[src/design/fdr_pkg.sv]
// Shared types and codes for the file delivery receiver.
// No dependencies; imported by every module of the block.
package fdr_pkg;

    typedef enum logic [3:0] {
        ACT_ENTERED     = 4'd0,
        ACT_ABANDON     = 4'd1,
        ACT_CANCEL_NOTE = 4'd2,
        ACT_METADATA    = 4'd3,
        ACT_FILEDATA    = 4'd4,
        ACT_EOF_OK      = 4'd5,
        ACT_EOF_CANCEL  = 4'd6,
        ACT_TIMEOUT     = 4'd7,
        ACT_CANCEL_REQ  = 4'd8,
        ACT_REPORT      = 4'd9
    } action_t;

    localparam logic [2:0] IND_NONE      = 3'd0;
    localparam logic [2:0] IND_METADATA  = 3'd1;
    localparam logic [2:0] IND_SEGMENT   = 3'd2;
    localparam logic [2:0] IND_EOF       = 3'd3;
    localparam logic [2:0] IND_REPORT    = 3'd4;
    localparam logic [2:0] IND_ABANDONED = 3'd5;
    localparam logic [2:0] IND_UNSUP     = 3'd6;

    localparam logic [1:0] FK_INACTIVITY = 2'd0;
    localparam logic [1:0] FK_FILE_SIZE  = 2'd1;
    localparam logic [1:0] FK_CHECKSUM   = 2'd2;

    localparam logic [1:0] ST_WAIT_MD  = 2'd0;
    localparam logic [1:0] ST_WAIT_EOF = 2'd1;
    localparam logic [1:0] ST_DONE     = 2'd2;

    localparam logic [3:0] COND_NONE       = 4'd0;
    localparam logic [3:0] COND_CANCEL_REQ = 4'd15;

    typedef struct packed {
        logic [3:0]  action;
        logic        transfer_in_progress;
        logic [31:0] segment_start;
        logic [15:0] segment_length;
        logic [31:0] eof_file_size;
        logic [31:0] eof_checksum;
        logic [31:0] computed_checksum;
        logic [3:0]  eof_condition;
    } in_item_t;

    typedef struct packed {
        logic [2:0]  indication;
        logic        finished;
        logic        fault_raised;
        logic [1:0]  fault_kind;
        logic        cancel_requested;
        logic        open_temp_file;
        logic        store_segment;
        logic        commit_file;
        logic [1:0]  current_state;
        logic [3:0]  held_condition;
        logic        data_complete;
        logic [31:0] bytes_received;
    } result_t;

endpackage

[src/design/fdr_input_stage.sv]
// Input register of the file delivery receiver: holds one accepted event.
// Depends on fdr_pkg for the event struct.
module fdr_input_stage
    import fdr_pkg::*;
(
    input  logic     clk,
    input  logic     rst_n,
    input  logic     in_valid,
    output logic     in_stall,
    input  in_item_t in_item,
    input  logic     take,
    output logic     item_valid,
    output in_item_t item
);

    logic     valid_reg;
    logic     valid_next;
    in_item_t item_reg;
    logic     accept;

    // stall only while the held event cannot move on this cycle
    assign in_stall = valid_reg && !take;
    assign accept   = in_valid && !in_stall;

    always_comb
    begin
        valid_next = valid_reg;
        if (accept)
        begin
            valid_next = 1'b1;
        end
        else if (take)
        begin
            valid_next = 1'b0;
        end
    end

    always_ff @(posedge clk or negedge rst_n)
    begin
        if (!rst_n)
        begin
            valid_reg <= 1'b0;
        end
        else
        begin
            valid_reg <= valid_next;
        end
    end

    always_ff @(posedge clk)
    begin
        if (accept)
        begin
            item_reg <= in_item;
        end
    end

    assign item_valid = valid_reg;
    assign item       = item_reg;

endmodule

[src/design/fdr_core.sv]
// Receiver state machine and result register: one event per transfer.
// Depends on fdr_pkg for codes, the event struct and the result struct.
module fdr_core
    import fdr_pkg::*;
(
    input  logic     clk,
    input  logic     rst_n,
    input  logic     item_valid,
    input  in_item_t item,
    output logic     take,
    input  logic     out_stall,
    output logic     res_valid,
    output result_t  res
);

    typedef enum logic [1:0] {
        PH_WAIT_MD  = ST_WAIT_MD,
        PH_WAIT_EOF = ST_WAIT_EOF,
        PH_DONE     = ST_DONE
    } phase_t;

    phase_t      phase_reg, phase_next;
    logic [3:0]  cond_reg, cond_next;
    logic        complete_reg, complete_next;
    logic [31:0] high_reg, high_next;
    logic        res_valid_reg, res_valid_next;
    result_t     res_reg, res_next;

    logic        out_free;
    logic [32:0] seg_sum;
    logic [31:0] seg_end;

    assign out_free = !res_valid_reg || !out_stall;
    assign take     = item_valid && out_free;

    // saturate the segment end at the top of the 32-bit range
    assign seg_sum = {1'b0, item.segment_start} + {17'd0, item.segment_length};
    assign seg_end = seg_sum[32] ? 32'hFFFF_FFFF : seg_sum[31:0];

    always_comb
    begin
        phase_next    = phase_reg;
        cond_next     = cond_reg;
        complete_next = complete_reg;
        high_next     = high_reg;
        res_next      = '0;

        if (phase_reg == PH_WAIT_MD || phase_reg == PH_WAIT_EOF)
        begin
            case (action_t'(item.action))
                ACT_ENTERED:
                begin
                    if (phase_reg == PH_WAIT_MD)
                    begin
                        phase_next    = PH_WAIT_MD;
                        cond_next     = COND_NONE;
                        complete_next = 1'b0;
                        high_next     = '0;
                    end
                    else
                    begin
                        res_next.indication = IND_UNSUP;
                    end
                end
                ACT_ABANDON:
                begin
                    res_next.indication = IND_ABANDONED;
                    phase_next          = PH_DONE;
                end
                ACT_CANCEL_NOTE:
                begin
                    res_next.finished = 1'b1;
                    phase_next        = PH_DONE;
                end
                ACT_METADATA:
                begin
                    if (phase_reg == PH_WAIT_MD)
                    begin
                        res_next.indication     = IND_METADATA;
                        res_next.open_temp_file = item.transfer_in_progress;
                        phase_next              = PH_WAIT_EOF;
                    end
                    else
                    begin
                        res_next.indication = IND_UNSUP;
                    end
                end
                ACT_FILEDATA:
                begin
                    if (phase_reg == PH_WAIT_EOF)
                    begin
                        res_next.indication = IND_SEGMENT;
                        if (item.transfer_in_progress)
                        begin
                            res_next.store_segment = 1'b1;
                            if (high_reg < seg_end)
                            begin
                                high_next = seg_end;
                            end
                        end
                    end
                    else
                    begin
                        res_next.indication = IND_UNSUP;
                    end
                end
                ACT_EOF_OK:
                begin
                    if (phase_reg == PH_WAIT_MD)
                    begin
                        res_next.finished = 1'b1;
                        phase_next        = PH_DONE;
                    end
                    else
                    begin
                        res_next.indication = IND_EOF;
                        // size check takes priority over the checksum
                        if (item.transfer_in_progress && high_reg > item.eof_file_size)
                        begin
                            res_next.fault_raised = 1'b1;
                            res_next.fault_kind   = FK_FILE_SIZE;
                        end
                        else if (item.transfer_in_progress &&
                                 item.computed_checksum != item.eof_checksum)
                        begin
                            res_next.fault_raised = 1'b1;
                            res_next.fault_kind   = FK_CHECKSUM;
                        end
                        else
                        begin
                            if (item.transfer_in_progress)
                            begin
                                complete_next        = 1'b1;
                                res_next.commit_file = 1'b1;
                            end
                            res_next.finished = 1'b1;
                            phase_next        = PH_DONE;
                        end
                    end
                end
                ACT_EOF_CANCEL:
                begin
                    cond_next         = item.eof_condition;
                    res_next.finished = 1'b1;
                    phase_next        = PH_DONE;
                end
                ACT_TIMEOUT:
                begin
                    res_next.fault_raised = 1'b1;
                    res_next.fault_kind   = FK_INACTIVITY;
                end
                ACT_CANCEL_REQ:
                begin
                    cond_next                 = COND_CANCEL_REQ;
                    res_next.cancel_requested = 1'b1;
                end
                ACT_REPORT:
                begin
                    res_next.indication = IND_REPORT;
                end
                default:
                begin
                    res_next.indication = IND_UNSUP;
                end
            endcase
        end

        res_next.current_state  = phase_next;
        res_next.held_condition = cond_next;
        res_next.data_complete  = complete_next;
        res_next.bytes_received = high_next;
    end

    always_comb
    begin
        res_valid_next = res_valid_reg;
        if (take)
        begin
            res_valid_next = 1'b1;
        end
        else if (!out_stall)
        begin
            res_valid_next = 1'b0;
        end
    end

    always_ff @(posedge clk or negedge rst_n)
    begin
        if (!rst_n)
        begin
            phase_reg     <= PH_WAIT_MD;
            cond_reg      <= COND_NONE;
            complete_reg  <= 1'b0;
            high_reg      <= '0;
            res_valid_reg <= 1'b0;
            res_reg       <= '0;
        end
        else
        begin
            res_valid_reg <= res_valid_next;
            if (take)
            begin
                phase_reg    <= phase_next;
                cond_reg     <= cond_next;
                complete_reg <= complete_next;
                high_reg     <= high_next;
                res_reg      <= res_next;
            end
        end
    end

    assign res_valid = res_valid_reg;
    assign res       = res_reg;

endmodule

[src/design/file_delivery_receiver_fsm.sv]
// Top level of the unacknowledged file delivery receiver state machine.
// Depends on fdr_pkg, fdr_input_stage and fdr_core.
//
//  Channel  | Handshake             | Payload
//  ---------+-----------------------+------------------------------------------
//  events   | in_valid / in_stall   | action, transfer_in_progress, segment and
//           |                       | EOF fields, computed_checksum, eof_condition
//  results  | out_valid / out_stall | indication, flags, fault_kind, phase,
//           |                       | condition, data_complete, bytes_received
//
// One event per cycle sustained while results are not stalled; each event's result
// passes the input register, then the state update into the result register.
// The state update sets the rate: each event sees the state left by the one
// before it.
// Reset clears the phase to waiting for metadata, the condition code, the
// data-complete flag, the high-water mark and both valid flags.
// A stall on the results side holds the result register and propagates to
// in_stall in the same cycle only while the input register is also full.
module file_delivery_receiver_fsm
    import fdr_pkg::*;
(
    input  logic        clk,
    input  logic        rst_n,

    input  logic        in_valid,
    output logic        in_stall,
    input  logic [3:0]  action,
    input  logic        transfer_in_progress,
    input  logic [31:0] segment_start,
    input  logic [15:0] segment_length,
    input  logic [31:0] eof_file_size,
    input  logic [31:0] eof_checksum,
    input  logic [31:0] computed_checksum,
    input  logic [3:0]  eof_condition,

    output logic        out_valid,
    input  logic        out_stall,
    output logic [2:0]  indication,
    output logic        finished,
    output logic        fault_raised,
    output logic [1:0]  fault_kind,
    output logic        cancel_requested,
    output logic        open_temp_file,
    output logic        store_segment,
    output logic        commit_file,
    output logic [1:0]  current_state,
    output logic [3:0]  held_condition,
    output logic        data_complete,
    output logic [31:0] bytes_received
);

    in_item_t in_item;
    in_item_t item;
    logic     item_valid;
    logic     take;
    result_t  res;

    // gather the event fields into one word for the input register
    assign in_item.action               = action;
    assign in_item.transfer_in_progress = transfer_in_progress;
    assign in_item.segment_start        = segment_start;
    assign in_item.segment_length       = segment_length;
    assign in_item.eof_file_size        = eof_file_size;
    assign in_item.eof_checksum         = eof_checksum;
    assign in_item.computed_checksum    = computed_checksum;
    assign in_item.eof_condition        = eof_condition;

    // hold one event until the state machine can take it
    fdr_input_stage u_input_stage (
        .clk        (clk),
        .rst_n      (rst_n),
        .in_valid   (in_valid),
        .in_stall   (in_stall),
        .in_item    (in_item),
        .take       (take),
        .item_valid (item_valid),
        .item       (item)
    );

    // advance the phase and register the result of each event
    fdr_core u_core (
        .clk        (clk),
        .rst_n      (rst_n),
        .item_valid (item_valid),
        .item       (item),
        .take       (take),
        .out_stall  (out_stall),
        .res_valid  (out_valid),
        .res        (res)
    );

    // spread the result register over the output ports
    assign indication       = res.indication;
    assign finished         = res.finished;
    assign fault_raised     = res.fault_raised;
    assign fault_kind       = res.fault_kind;
    assign cancel_requested = res.cancel_requested;
    assign open_temp_file   = res.open_temp_file;
    assign store_segment    = res.store_segment;
    assign commit_file      = res.commit_file;
    assign current_state    = res.current_state;
    assign held_condition   = res.held_condition;
    assign data_complete    = res.data_complete;
    assign bytes_received   = res.bytes_received;

endmodule

[config.mk]
export PLATFORM = sky130hd
export DESIGN_NAME = file_delivery_receiver_fsm
export DESIGN_NICKNAME = d
export VERILOG_FILES = /design/src/design/fdr_pkg.sv /design/src/design/fdr_input_stage.sv /design/src/design/fdr_core.sv /design/src/design/file_delivery_receiver_fsm.sv
export SDC_FILE = /design/constraint.sdc
export NUM_CORES = 1
export LEC_CHECK = 0
export BUFFER_PORTS_ARGS = -buffer_cell sky130_fd_sc_hd__buf_2
export CORE_MARGIN = 10
export CORE_UTILIZATION = 60
export CTS_CLUSTER_DIAMETER = 150
export DETAILED_ROUTE_END_ITERATION = 16
export HOLD_SLACK_MARGIN = 0.05
export PLACE_DENSITY_LB_ADDON = 0.15
export SLEW_MARGIN = 5
export SYNTH_ARGS = -nofsm -noshare
export SYNTH_HDL_FRONTEND = slang
export SYNTH_SLANG_ARGS = --single-unit
[constraint.sdc]
create_clock -name clk -period 6.8 [get_ports clk]
set_clock_uncertainty 0.05 [all_clocks]
set_input_delay 0.34 -clock clk [delete_from_list [all_inputs] [get_ports clk]]
set_output_delay 0.34 -clock clk [all_outputs]
set_load 0.05 [all_outputs]
# [Yosys cells after proc, flatten, opt, wreduce, memory -nomap -nowiden]
# Cells that the tools add are included.
[word_totals] ff_bits=205 inputBits=157 output_inout_bits=52 wordCells=125
[classes] addsub=1 n_lt_le_gt_ge=2 n_eq_ne=23 n_mux=52 reduce_logical=25
[op_table] cell="$mux 32" n=6
[op_table] cell="$pmux 32 s2" n=1
[op_table] cell="$add 32x16->33" n=1
[op_table] cell="$gt 32x32->1" n=1
[op_table] cell="$lt 32x32->1" n=1
[op_table] cell="$ne 32x32->1" n=1
[op_table] cell="$mux 1" n=23
[op_table] cell="$pmux 3 s7" n=1
[op_table] cell="$mux 3" n=6
[op_table] cell="$eq 4x3->1 const B" n=4
[op_table] cell="$mux 2" n=7
[op_table] cell="$reduce_and 7->1" n=2
[op_table] cell="$pmux 4 s3" n=1
[op_table] cell="$mux 11" n=1
[op_table] cell="$ne 2x1->1 const B" n=5
[op_table] cell="$ne 2x2->1 const B" n=5
[op_table] cell="$eq 4x2->1 const B" n=2
[op_table] cell="$eq 4x4->1 const B" n=2
[op_table] cell="$mux 4" n=2
[op_table] cell="$pmux 2 s4" n=1
[op_table] cell="$reduce_and 8->1" n=1
[op_table] cell="$ne 3x2->1 const B" n=2
[op_table] cell="$pmux 3 s2" n=1
[op_table] cell="$reduce_bool 2->1" n=3
[op_table] cell="other kinds (14)" n=23

# [Longest topological paths before layout]
# Gate-level depths: netlist of the first run.
[depth] ltp_word=8 depth_mapped=18 ltp_nobuf=16

# [Modules after synthesis]
# From an unflattened synthesis of the first run, not the netlist that was laid out.
[unflattened] hier_cells=803 hier_area_um2=10065.9
[by_module_without_submodules] module="fdr_core" n_inst=1 cells_per_inst=645 area_each_um2=5413.9 seq_area_each_um2=1276.2
[by_module_without_submodules] module="fdr_input_stage" n_inst=1 cells_per_inst=158 area_each_um2=4652.0 seq_area_each_um2=4619.4

# [Worst setup path after synthesis of the first run]
# Ideal clock, no wire load.
[synth_timing] path_kind="register to register" start="register u_core.res_valid_reg (netlist: u_core.res_valid)" end="register u_input_stage.item_reg (netlist bit u_input_stage.item[0]) (enable)" setup_time_ns=0.532 t_arrival_ns=4.277 t_required_ns=6.218 path_slack_ns=1.941 stages_incl_launch_ff=3 n_path_buf=0 synth_period_minus_slack_ns=4.859 cell_sequence="dfrtp_1 > nand3_1 > and2_1"
[synth_between] elab_chain_len=7
[synth_rtl] element="from (decl)" line="fdr_core.sv:26" source="logic res_valid_reg, res_valid_next;"
[synth_rtl] element="from (signal assigned)" line="fdr_core.sv:200" source="res_valid_reg <= res_valid_next;"
[synth_rtl] element="$logic_not 1->1" line="fdr_core.sv:33" source="assign out_free = !res_valid_reg || !out_stall;"
[synth_rtl] element="$logic_or 1x1->1" line="fdr_core.sv:33"
[synth_rtl] element="$logic_and 1x1->1" line="fdr_core.sv:34" source="assign take = item_valid && out_free;"
[synth_rtl] element="$logic_not 1->1" line="fdr_input_stage.sv:22" source="assign in_stall = valid_reg && !take;"
[synth_rtl] element="$logic_and 1x1->1" line="fdr_input_stage.sv:22"
[synth_rtl] element="$logic_not 1->1" line="fdr_input_stage.sv:23" source="assign accept = in_valid && !in_stall;"
[synth_rtl] element="$logic_and 1x1->1" line="fdr_input_stage.sv:23"
[synth_rtl] element="via u_input_stage.accept" line="fdr_input_stage.sv:19" source="logic accept;"
[synth_rtl] element="to (signal assigned)" line="fdr_input_stage.sv:54" source="item_reg <= in_item;"
[synth_rtl] element="to (decl)" line="fdr_input_stage.sv:18" source="in_item_t item_reg;"
# The timed path passes the listed nets, and every way through them passes these cells.
# A chain may end at the register's enable or synchronous reset.

# [Worst setup path in the final report of the first run]
[layout_timing] start="register u_input_stage.item_reg (netlist bit u_input_stage.item[100])" end="register u_core.res_reg (netlist bit u_core.res[14])"
[layout_between] elab_chain_len=7 elab_cells_between_ends=10 cone_classes="add/sub (1); order compare (1); eq/ne (1); mux (6); reduce/logical (1)"
[layout_rtl] element="$add 32x16->33 (*)" line="fdr_core.sv:37" source="assign seg_sum = {1'b0, item.segment_start} + {17'd0, item.segment_length};"
[layout_rtl] element="$mux 32 (*)" line="fdr_core.sv:38" source="assign seg_end = seg_sum[32] ? 32'hFFFF_FFFF : seg_sum[31:0];"
[layout_rtl] element="branches (longest 5 deep; another with $lt 32x32->1)"
[layout_rtl] element="to (signal assigned)" line="fdr_core.sv:207" source="res_reg <= res_next;"
[layout_rtl] element="to (decl)" line="fdr_core.sv:27" source="result_t res_reg, res_next;"
# Mark *: on every way between the ends. The select of a mux whose other input is x is not followed.

==> results.py, run 1 <==
metrics = {
    "global_routing": {
        "grt_pass1_vias": 8963,
        "grt_max_degree": 80,
        "grt_pass1_wl_mm": 48.5,
        "overflow": 0,
        "met3_usage_pct": 6.46,
        "gr-usage-all-layers_pct": 25.2,
        "antenna_found_initial": 2,
        "gr-usage-met1_pct": 31.5,
        "grtUsageMet2_pct": 42.3,
        "gr-max-usage-layer": "met2",
    },
    "worst_setup_path": {
        "regToRegStartpoint": "u_input_stage.item[100]",
        "r2r_cells": 14,
        "rrSetupSlack_ns": 1.61,
        "critPathKind": "register to register",
        "worstPathRequired_ns": 7.16,
        "worstPathMaxFanout": 22,
        "arrival_ns": 5.56,
        "cp-start-kind": "register",
        "worstReg2RegEnd": "u_core.res[14]",
        "critPathCaptureType": "register",
    },
    "power_and_ir_drop": {
        "internal_power_mw": 2.43,
        "p_per_area_nw_per_um2": 239,
        "pwr-share-seq_pct": 45.1,
        "power.switching_mw": 0.940,
        "p_leak_nw": 6.33,
        "ir_drop_mv": 0.213,
        "pwr-share-comb_pct": 18.5,
        "clkPwrFrac_pct": 36.3,
        "p_sw_share_pct": 27.9,
    },
    "die": {
        "start_util_pct": 61.2,
        "core_sq_um": 17200,
        "die_w_um": 153,
        "die_area_sq_um": 23300,
        "io_pins": 209,
        "die_h_um": 153,
        "rows": 48,
    },
    "timing": {
        "rsz0062_at_grt": "false",
        "holdWs_ns": 0.422,
        "setup_slack_ns": 1.61,
        "period_needed_ns": 5.19,
        "relSlewSlack_pct": 28.9,
        "fmax_mhz": 193,
        "tns_ns": 0,
        "finalSetupViolCount": 0,
        "worstMarginPinSlew_ns": 1.06,
        "period_share_pct": 76.3,
        "hold_viol": 0,
        "slew_violations": 0,
    },
    "cells_and_area": {
        "final_area_sq_um": 14100,
        "final_cells": 1497,
        "largest_reg_flops": 153,
        "drive_gt1_share_pct": 21.2,
        "finalNetCount": 1490,
        "fillers": 953,
        "syn_to_final_growth_pct": 33.7,
    },
    "worst_hold_path": {
        "min-delay-start": "u_core.res[41]",
        "whs_endpoint": "u_core.res[41]",
        "min_delay_path_depth": 2,
        "hold_path.class": "register to register",
    },
    "cts": {
        "clk_pin_slew_ns": 0.06,
        "root_buffer": "clkbuf_16",
        "holdBufCountCts": 156,
        "clockBufferDepth": 3,
        "clock_latency_ns": 0.51,
        "numClockSinks": 205,
        "cts_resized": 0,
        "cts_max_level": 1,
        "cts_made_buffers": 22,
        "postCtsSetupRepairBufs": 0,
        "cts_tree": "built",
    },
    "yosys": {
        "post-synth-top-count-cell": "edfxtp_1",
        "synth_top_cells_by_count": "edfxtp_1 (153), nand2_1 (81), ha_1 (79), a21oi_1 (53), dfrtp_1 (52)",
        "async_flop_share_pct": 25.4,
        "synth.distinct_cells": 68,
        "synth_fp_nets": 1125,
        "ys_seq_area_share_pct": 55.9,
        "yosysTopAreaCellShare_pct": 43.6,
        "syn-instance-count": 888,
        "synth-seq-cells": 205,
        "synth_area_sq_um": 10500,
        "syn_avg_cell_area_sq_um": 11.9,
        "yosysTopAreaCell": "edfxtp_1",
        "ys_warn_count": 0,
        "synth-edff-count": 153,
        "synthTopCellsByArea": "edfxtp_1 (44%), dfrtp_1 (12%), ha_1 (9.4%)",
        "synth-main-ff-cell": "edfxtp_1",
    },
    "run_status": {
        "outcome": "finished clean",
    },
    "placement": {
        "hpwlAfterDp_mm": 18.4,
        "dp_slack_ns": 1.69,
        "gp_congestion": 0.893,
        "io_buffers": 208,
        "dp.cells": 1298,
        "place_area_sq_um": 11800,
    },
    "route": {
        "drtIter0Drc": 700,
        "wirelength_mm": 30.1,
        "drt_pass1_iterations": 5,
        "remaining_drc_errors": 0,
        "ant_nets": 0,
        "dr_total_vias": 8646,
        "routedWlPerCell_um": 20.1,
        "vias_per_cell": 5.78,
    },
    "job": {
        "cap_violations": 0,
    },
}
worst max-delay path, cell delays in order, from the launching register on:
cell and delay, ns:
edfxtp_1 0.37, ha_1 0.24, fa_1 0.44, a211oi_1 0.37, o21ai_1 0.25, a211oi_2 0.53
nor3_1 0.25, and4_1 0.28, o21ai_0 0.17, ha_1 0.17, nand4_1 0.14, or3_1 0.42
o211ai_4 0.82, buf_4 0.37, mux2i_1 0.22
metal layers:
metal,up-vias,wire (um)
met5,-,0
met4,0,853
met2,391,14800
met3,68,2400
met1,4112,12100
li1,4075,-
metrics by stage:
step / total power [mW] / utilization [%]
after detailed placement: 2.08 / 68.3
after CTS: 3.35 / 81.7
final: 3.37 / 81.8
after floorplan: 1.91 / -
after global placement: 2.06 / 68.3
after global routing: 3.50 / 81.8
cell families after synthesis:
kind of cell | count (synthesis) | share of synthesized area [%]
fa+ha+maj | 80 | 9.57
mux | 37 | 3.54
xor+xnor | 47 | 3.90
buf+inv | 69 | 2.73
flops | 205 | 55.9
compound gates | 193 | 12.0
simple gates | 257 | 12.3
layout make-up:
| cell class | instances | area (sq um) | share of cell area, % |
|---|---|---|---|
| sequential | 205 | 5900 | 41.8 |
| multi-input combinational | 614 | 4370 | 31.0 |
| timing repair buffer | 370 | 2650 | 18.8 |
| clock buffer | 31 | 636 | 4.51 |
| tap | 225 | 282 | 2.00 |
| inverter | 40 | 150 | 1.07 |
| clock inverter | 9 | 113 | 0.799 |
| antenna | 3 | 7.51 | 0.0533 |
placed cells by master, fill, tap and decap left out, drive strengths merged, types with 27 or more instances in the layout:
master,instances
a21oi,53
nor2,41
dfrtp,52
buf,214
inv,40
dlygate4sd3,156
nand2,81
xnor2,43
clkbuf,31
mux2i,35
nand4,27
edfxtp,153
ha,79
o21ai,49
worst max path at each step:
stage	from	cells past startpoint	slack [ns]	endpoint
2_1_floorplan	u_core.res_valid	2	1.94	u_input_stage.item[0]
3_3_place_gp	u_input_stage.item[100]	14	1.80	u_core.res[6]
3_5_place_dp	u_input_stage.item[100]	14	1.69	u_core.res[14]
4_1_cts	u_input_stage.item[101]	13	1.63	u_core.res[14]
5_1_grt	u_input_stage.item[101]	13	1.26	u_core.res[5]
6_report	u_input_stage.item[100]	14	1.61	u_core.res[14]
power groups by stage:
stage / sequential [mW] / combinational [mW] / clock, mW
5_1_grt: 1.53 / 0.681 / 1.29
4_1_cts: 1.52 / 0.609 / 1.23
2_1_floorplan: 1.61 / 0.300 / 0
6_report: 1.52 / 0.625 / 1.23
3_3_place_gp: 1.54 / 0.523 / 0
3_5_place_dp: 1.54 / 0.535 / 0
Power figures use the tool's default switching activity.
==> run 2: changes to the inputs <==
--- a/config.mk
+++ b/config.mk
@@ -7,7 +7,7 @@
 export LEC_CHECK = 0
 export BUFFER_PORTS_ARGS = -buffer_cell sky130_fd_sc_hd__buf_2
 export CORE_MARGIN = 10
-export CORE_UTILIZATION = 60
+export CORE_UTILIZATION = 56
 export CTS_CLUSTER_DIAMETER = 150
 export DETAILED_ROUTE_END_ITERATION = 16
 export HOLD_SLACK_MARGIN = 0.05
==> constraint.sdc (replaced) <==
create_clock -name clk -period 5.18 [get_ports clk]
set_clock_uncertainty 0.05 [all_clocks]
set_input_delay 0.259 -clock clk [delete_from_list [all_inputs] [get_ports clk]]
set_output_delay 0.259 -clock clk [all_outputs]
set_load 0.05 [all_outputs]
==> results.py, run 2 (same netlist as run 1, synthesis figures left out) <==
metrics = {
    "timing": {
        "holdWs_ns": 0.380,
        "period_needed_ns": 4.83,
        "fmax_mhz": 207,
        "setup_slack_ns": 0.345,
        "period_share_pct": 93.3,
        "hold_viol": 0,
        "tns_ns": 0,
        "slew_violations": 0,
        "finalSetupViolCount": 0,
        "rsz0062_at_grt": "false",
        "worstMarginPinSlew_ns": 1.04,
        "relSlewSlack_pct": 30.3,
    },
    "global_routing": {
        "grtUsageMet2_pct": 36.7,
        "gr-usage-all-layers_pct": 22.7,
        "grt_pass1_wl_mm": 45.4,
        "antenna_found_initial": 3,
        "overflow": 0,
        "met3_usage_pct": 6.74,
        "gr-usage-met1_pct": 29.4,
        "grt_pass1_vias": 8734,
        "grt_max_degree": 53,
        "gr-max-usage-layer": "met2",
    },
    "worst_setup_path": {
        "regToRegStartpoint": "u_input_stage.item[100]",
        "rrSetupSlack_ns": 0.35,
        "critPathKind": "register to register",
        "worstPathMaxFanout": 15,
        "worstReg2RegEnd": "u_core.res[2]",
        "cp-start-kind": "register",
        "critPathCaptureType": "register",
        "arrival_ns": 5.16,
        "worstPathRequired_ns": 5.50,
        "r2r_cells": 17,
    },
    "power_and_ir_drop": {
        "p_per_area_nw_per_um2": 312,
        "ir_drop_mv": 0.313,
        "power_mw": 4.43,
        "p_leak_nw": 6.38,
    },
    "cells_and_area": {
        "final_util_pct": 76.1,
        "final_cell_mix": "buf_2 (208), dlygate4sd3_1 (157), edfxtp_1 (153), nand2_1 (81), ha_1 (79)",
        "layout_commonest_cell": "buf_2",
        "largest_reg_flops": 153,
        "drive_gt1_share_pct": 21.6,
        "finalNetCount": 1499,
        "syn_to_final_growth_pct": 34.5,
    },
    "route": {
        "dr_total_vias": 8436,
        "routedWlPerCell_um": 18.6,
        "drtIter0Drc": 410,
        "drt_pass1_iterations": 5,
        "ant_nets": 0,
        "remaining_drc_errors": 0,
        "wirelength_mm": 28.2,
        "vias_per_cell": 5.58,
    },
    "die": {
        "die_w_um": 157,
        "rows": 50,
        "core_sq_um": 18600,
        "die_h_um": 157,
        "start_util_pct": 56.5,
        "io_pins": 209,
        "die_area_sq_um": 24700,
    },
    "cts": {
        "root_buffer": "clkbuf_16",
        "cts_max_level": 1,
        "cts_tree": "built",
        "numClockSinks": 205,
        "cts_made_buffers": 22,
        "clock_latency_ns": 0.50,
        "clk_pin_slew_ns": 0.06,
        "clockBufferDepth": 3,
    },
    "placement": {
        "io_buffers": 208,
        "dp_slack_ns": 0.453,
        "gp_congestion": 0.898,
        "hpwlAfterDp_mm": 18.6,
    },
    "job": {
        "cap_violations": 0,
    },
    "run_status": {
        "outcome": "finished clean",
    },
    "worst_hold_path": {
        "hold_path.class": "input pin to asynchronous set/reset pin",
    },
}
==> run 2: power breakdown <==
part | leakage (nW) | switching [mW] | internal (mW)
Combinational | 3.83 | 0.481 | 0.335
Sequential | 2.18 | 0.0932 | 1.90
Clock | 0.363 | 0.622 | 0.999
Total | 6.38 | 1.20 | 3.23
==> run 2: layout make-up <==
| type | count | area, sq um |
|---|---|---|
| Multi-Input combinational cell | 614 | 4370 |
| Clock buffer | 24 | 579 |
| Fill cell | 1196 | 4460 |
| Antenna cell | 3 | 7.51 |
| Timing Repair Buffer | 379 | 2720 |
| Inverter | 40 | 150 |
| Sequential cell | 205 | 5900 |
| Clock inverter | 13 | 163 |
| Tap cell | 234 | 293 |
==> run 2: stage by stage <==
stage	instance area [sq um]	std cells
detailed placement	11900	1315
CTS	14200	1509
global placement	11900	1315
global route	14200	1512
floorplan	10500	888
finish	14200	1512
==> run 2: how the worst max path moves through the flow <==
stage	startpoint	cells past startpoint	to
final	u_input_stage.item[100]	17	u_core.res[2]
after global routing	u_input_stage.item[100]	17	u_core.res[2]
after CTS	u_input_stage.item[100]	17	u_core.res[2]
after detailed placement	u_input_stage.item[100]	17	u_core.res[11]
after global placement	u_input_stage.item[100]	17	u_core.res[4]
after floorplan	u_core.res_valid	2	u_input_stage.item[0]
==> run 2: worst max-delay path: stages (launching register included) <==
cell and delay, ns:
edfxtp_1 0.37, ha_1 0.24, fa_1 0.44, a211oi_1 0.44, o21ai_1 0.32, a211oi_4 0.47
nor3_2 0.20, buf_4 0.24, nor2_1 0.11, ha_1 0.25, a21oi_1 0.13, nand2_1 0.07
a211o_1 0.30, a221oi_1 0.28, o21a_1 0.22, o211ai_4 0.15, buf_4 0.26, mux2i_1 0.15
==> run 2: timing repair <==
item | CTS | global route
setup endpoints to repair | 0 | 15
hold buffers | 157 | 0
gates resized for setup | 0 | 1
hold endpoints to repair | 207 | 0
buffers inserted | 0 | 0
==> run 2: per-layer routing <==
| layer | vias to the layer above | part of all wire [%] |
|---|---|---|
| met5 | - | 0 |
| met4 | 0 | 2.1 |
| met3 | 41 | 8.3 |
| met2 | 317 | 47 |
| met1 | 3995 | 43 |
| li1 | 4083 | - |
==> run 3: changes to the inputs <==
--- a/config.mk
+++ b/config.mk
@@ -6,8 +6,10 @@
 export NUM_CORES = 1
 export LEC_CHECK = 0
 export BUFFER_PORTS_ARGS = -buffer_cell sky130_fd_sc_hd__buf_2
+export CELL_PAD_IN_SITES_DETAIL_PLACEMENT = 2
+export CELL_PAD_IN_SITES_GLOBAL_PLACEMENT = 2
 export CORE_MARGIN = 10
-export CORE_UTILIZATION = 56
+export CORE_UTILIZATION = 37
 export CTS_CLUSTER_DIAMETER = 150
 export DETAILED_ROUTE_END_ITERATION = 16
 export HOLD_SLACK_MARGIN = 0.05
==> results.py, run 3 (same netlist as run 1, synthesis figures left out) <==
metrics = {
    "global_routing": {
        "grt_pass1_wl_mm": 61.0,
        "grt_pass1_vias": 10200,
        "antenna_found_initial": 2,
        "overflow": 0,
        "gr-usage-all-layers_pct": 21.8,
        "grt_max_degree": 90,
    },
    "timing": {
        "fmax_mhz": 204,
        "holdWs_ns": 0.387,
        "setup_slack_ns": 0.285,
        "rsz0062_at_grt": "false",
        "slew_violations": 0,
        "finalSetupViolCount": 0,
        "period_share_pct": 94.5,
        "hold_viol": 0,
        "tns_ns": 0,
        "period_needed_ns": 4.89,
        "relSlewSlack_pct": 30.4,
        "worstMarginPinSlew_ns": 1.03,
    },
    "job": {
        "cap_violations": 0,
    },
    "route": {
        "drtIter0Drc": 466,
        "drt_pass1_iterations": 4,
        "ant_nets": 0,
        "dr_total_vias": 8777,
        "remaining_drc_errors": 0,
        "routedWlPerCell_um": 23.5,
        "vias_per_cell": 5.26,
        "wirelength_mm": 39.3,
    },
    "die": {
        "core_sq_um": 27900,
        "rows": 61,
        "io_pins": 209,
        "die_w_um": 189,
        "die_h_um": 189,
        "start_util_pct": 37.7,
        "die_area_sq_um": 35600,
    },
    "power_and_ir_drop": {
        "power_mw": 4.55,
        "p_per_area_nw_per_um2": 315,
        "ir_drop_mv": 0.280,
        "p_leak_nw": 6.47,
    },
    "cells_and_area": {
        "largest_reg_flops": 153,
        "final_cells": 1670,
        "fillers": 2807,
        "finalNetCount": 1510,
        "syn_to_final_growth_pct": 37.1,
        "drive_gt1_share_pct": 22.2,
        "final_cell_mix": "buf_2 (208), dlygate4sd3_1 (157), edfxtp_1 (153), nand2_1 (81), ha_1 (79)",
        "layout_commonest_cell": "buf_2",
    },
    "worst_setup_path": {
        "cp-start-kind": "register",
        "worstPathRequired_ns": 5.53,
        "critPathKind": "register to register",
        "critPathCaptureType": "register",
        "arrival_ns": 5.25,
        "rrSetupSlack_ns": 0.29,
        "r2r_cells": 18,
        "worstReg2RegEnd": "u_core.res[27]",
        "worstPathMaxFanout": 8,
        "regToRegStartpoint": "u_input_stage.item[116]",
    },
    "cts": {
        "clock_latency_ns": 0.53,
        "cts_tree": "built",
        "cts_max_level": 1,
        "clockBufferDepth": 3,
        "numClockSinks": 205,
        "root_buffer": "clkbuf_16",
        "cts_made_buffers": 25,
        "clk_pin_slew_ns": 0.06,
    },
    "placement": {
        "hpwlAfterDp_mm": 25.2,
        "dp_slack_ns": 0.160,
        "dp.cells": 1462,
        "gp_congestion": 0.797,
        "io_buffers": 208,
    },
    "run_status": {
        "outcome": "finished clean",
    },
    "worst_hold_path": {
        "hold_path.class": "input pin to asynchronous set/reset pin",
    },
}
-- run 3: cell types whose count changed in the layout (fill, tap and decap cells not counted), sizes merged --
| cell | before | now |
|---|---|---|
| bufinv | 4 | 1 |
| diode | 3 | 1 |
| buf | 222 | 230 |
| clkinv | 8 | 12 |
| clkbuf | 24 | 31 |
-- run 3: worst max-delay path by stage --
| stage | to | start | slack [ns] |
|---|---|---|---|
| floorplan | u_input_stage.item[0] | u_core.res_valid | 0.32 |
| global placement | u_core.res[4] | u_input_stage.item[100] | 0.35 |
| detailed placement | u_core.res[5] | u_input_stage.item[100] | 0.16 |
| CTS | u_core.res[5] | u_input_stage.item[100] | 0.14 |
| global route | u_core.res[5] | u_input_stage.item[116] | 0.07 |
| finish | u_core.res[27] | u_input_stage.item[116] | 0.29 |
-- run 3: power by group --
| group | internal [mW] | leakage, nW | switching, mW |
|---|---|---|---|
| clock network | 0.934 | 0.365 | 0.727 |
| logic | 0.348 | 3.92 | 0.530 |
| registers | 1.90 | 2.18 | 0.106 |
| total | 3.18 | 6.47 | 1.36 |
-- run 3: metal layers --
metal  vias to the layer above  GRT usage [%]  routed length, um
li1                       4104              -                  -
met1                      4418           24.7              15700
met2                       189           40.6              20800
met3                        64           4.03               1610
met4                         2           6.14               1070
met5                         -              0                 13
-- run 3: per-stage QoR --
step | instance area [sq um] | util (%)
global placement | 12100 | 43.2
floorplan | 10500 | -
detailed placement | 12100 | 43.2
global route | 14500 | 51.7
CTS | 14400 | 51.5
finish | 14500 | 51.7
-- run 3: final cells by class --
| cell class | count | area, sq um | area share (%) |
|---|---|---|---|
| sequential | 205 | 5900 | 40.8 |
| multi-input combinational | 614 | 4370 | 30.3 |
| timing repair buffer | 387 | 2820 | 19.5 |
| clock buffer | 31 | 648 | 4.48 |
| tap | 378 | 473 | 3.27 |
| inverter | 40 | 150 | 1.04 |
| clock inverter | 14 | 95.1 | 0.658 |
| antenna | 1 | 2.50 | 0.0173 |
-- run 3: timing repair --
| action | 4_1_cts | 5_1_grt |
|---|---|---|
| resized for setup | 0 | 1 |
| setup endpoints to repair | 0 | 25 |
| hold buffers | 157 | 0 |
| buffers inserted | 0 | 5 |
| endpoints found under the hold margin | 207 | 0 |
-- run 3: worst max-delay path, cell delays in order, from the launching register on --
cell       delay [ns]
edfxtp_1         0.42
ha_1             0.25
fa_1             0.44
a211oi_1         0.34
o21ai_1          0.27
a211oi_2         0.25
buf_4            0.20
or3_1            0.27
nand4_1          0.18
nand2_1          0.11
ha_1             0.24
a21oi_1          0.19
nor2b_1          0.08
o21ai_0          0.34
o2111ai_1        0.22
a21oi_1          0.27
o211ai_4         0.21
buf_12           0.20
mux2i_1          0.23
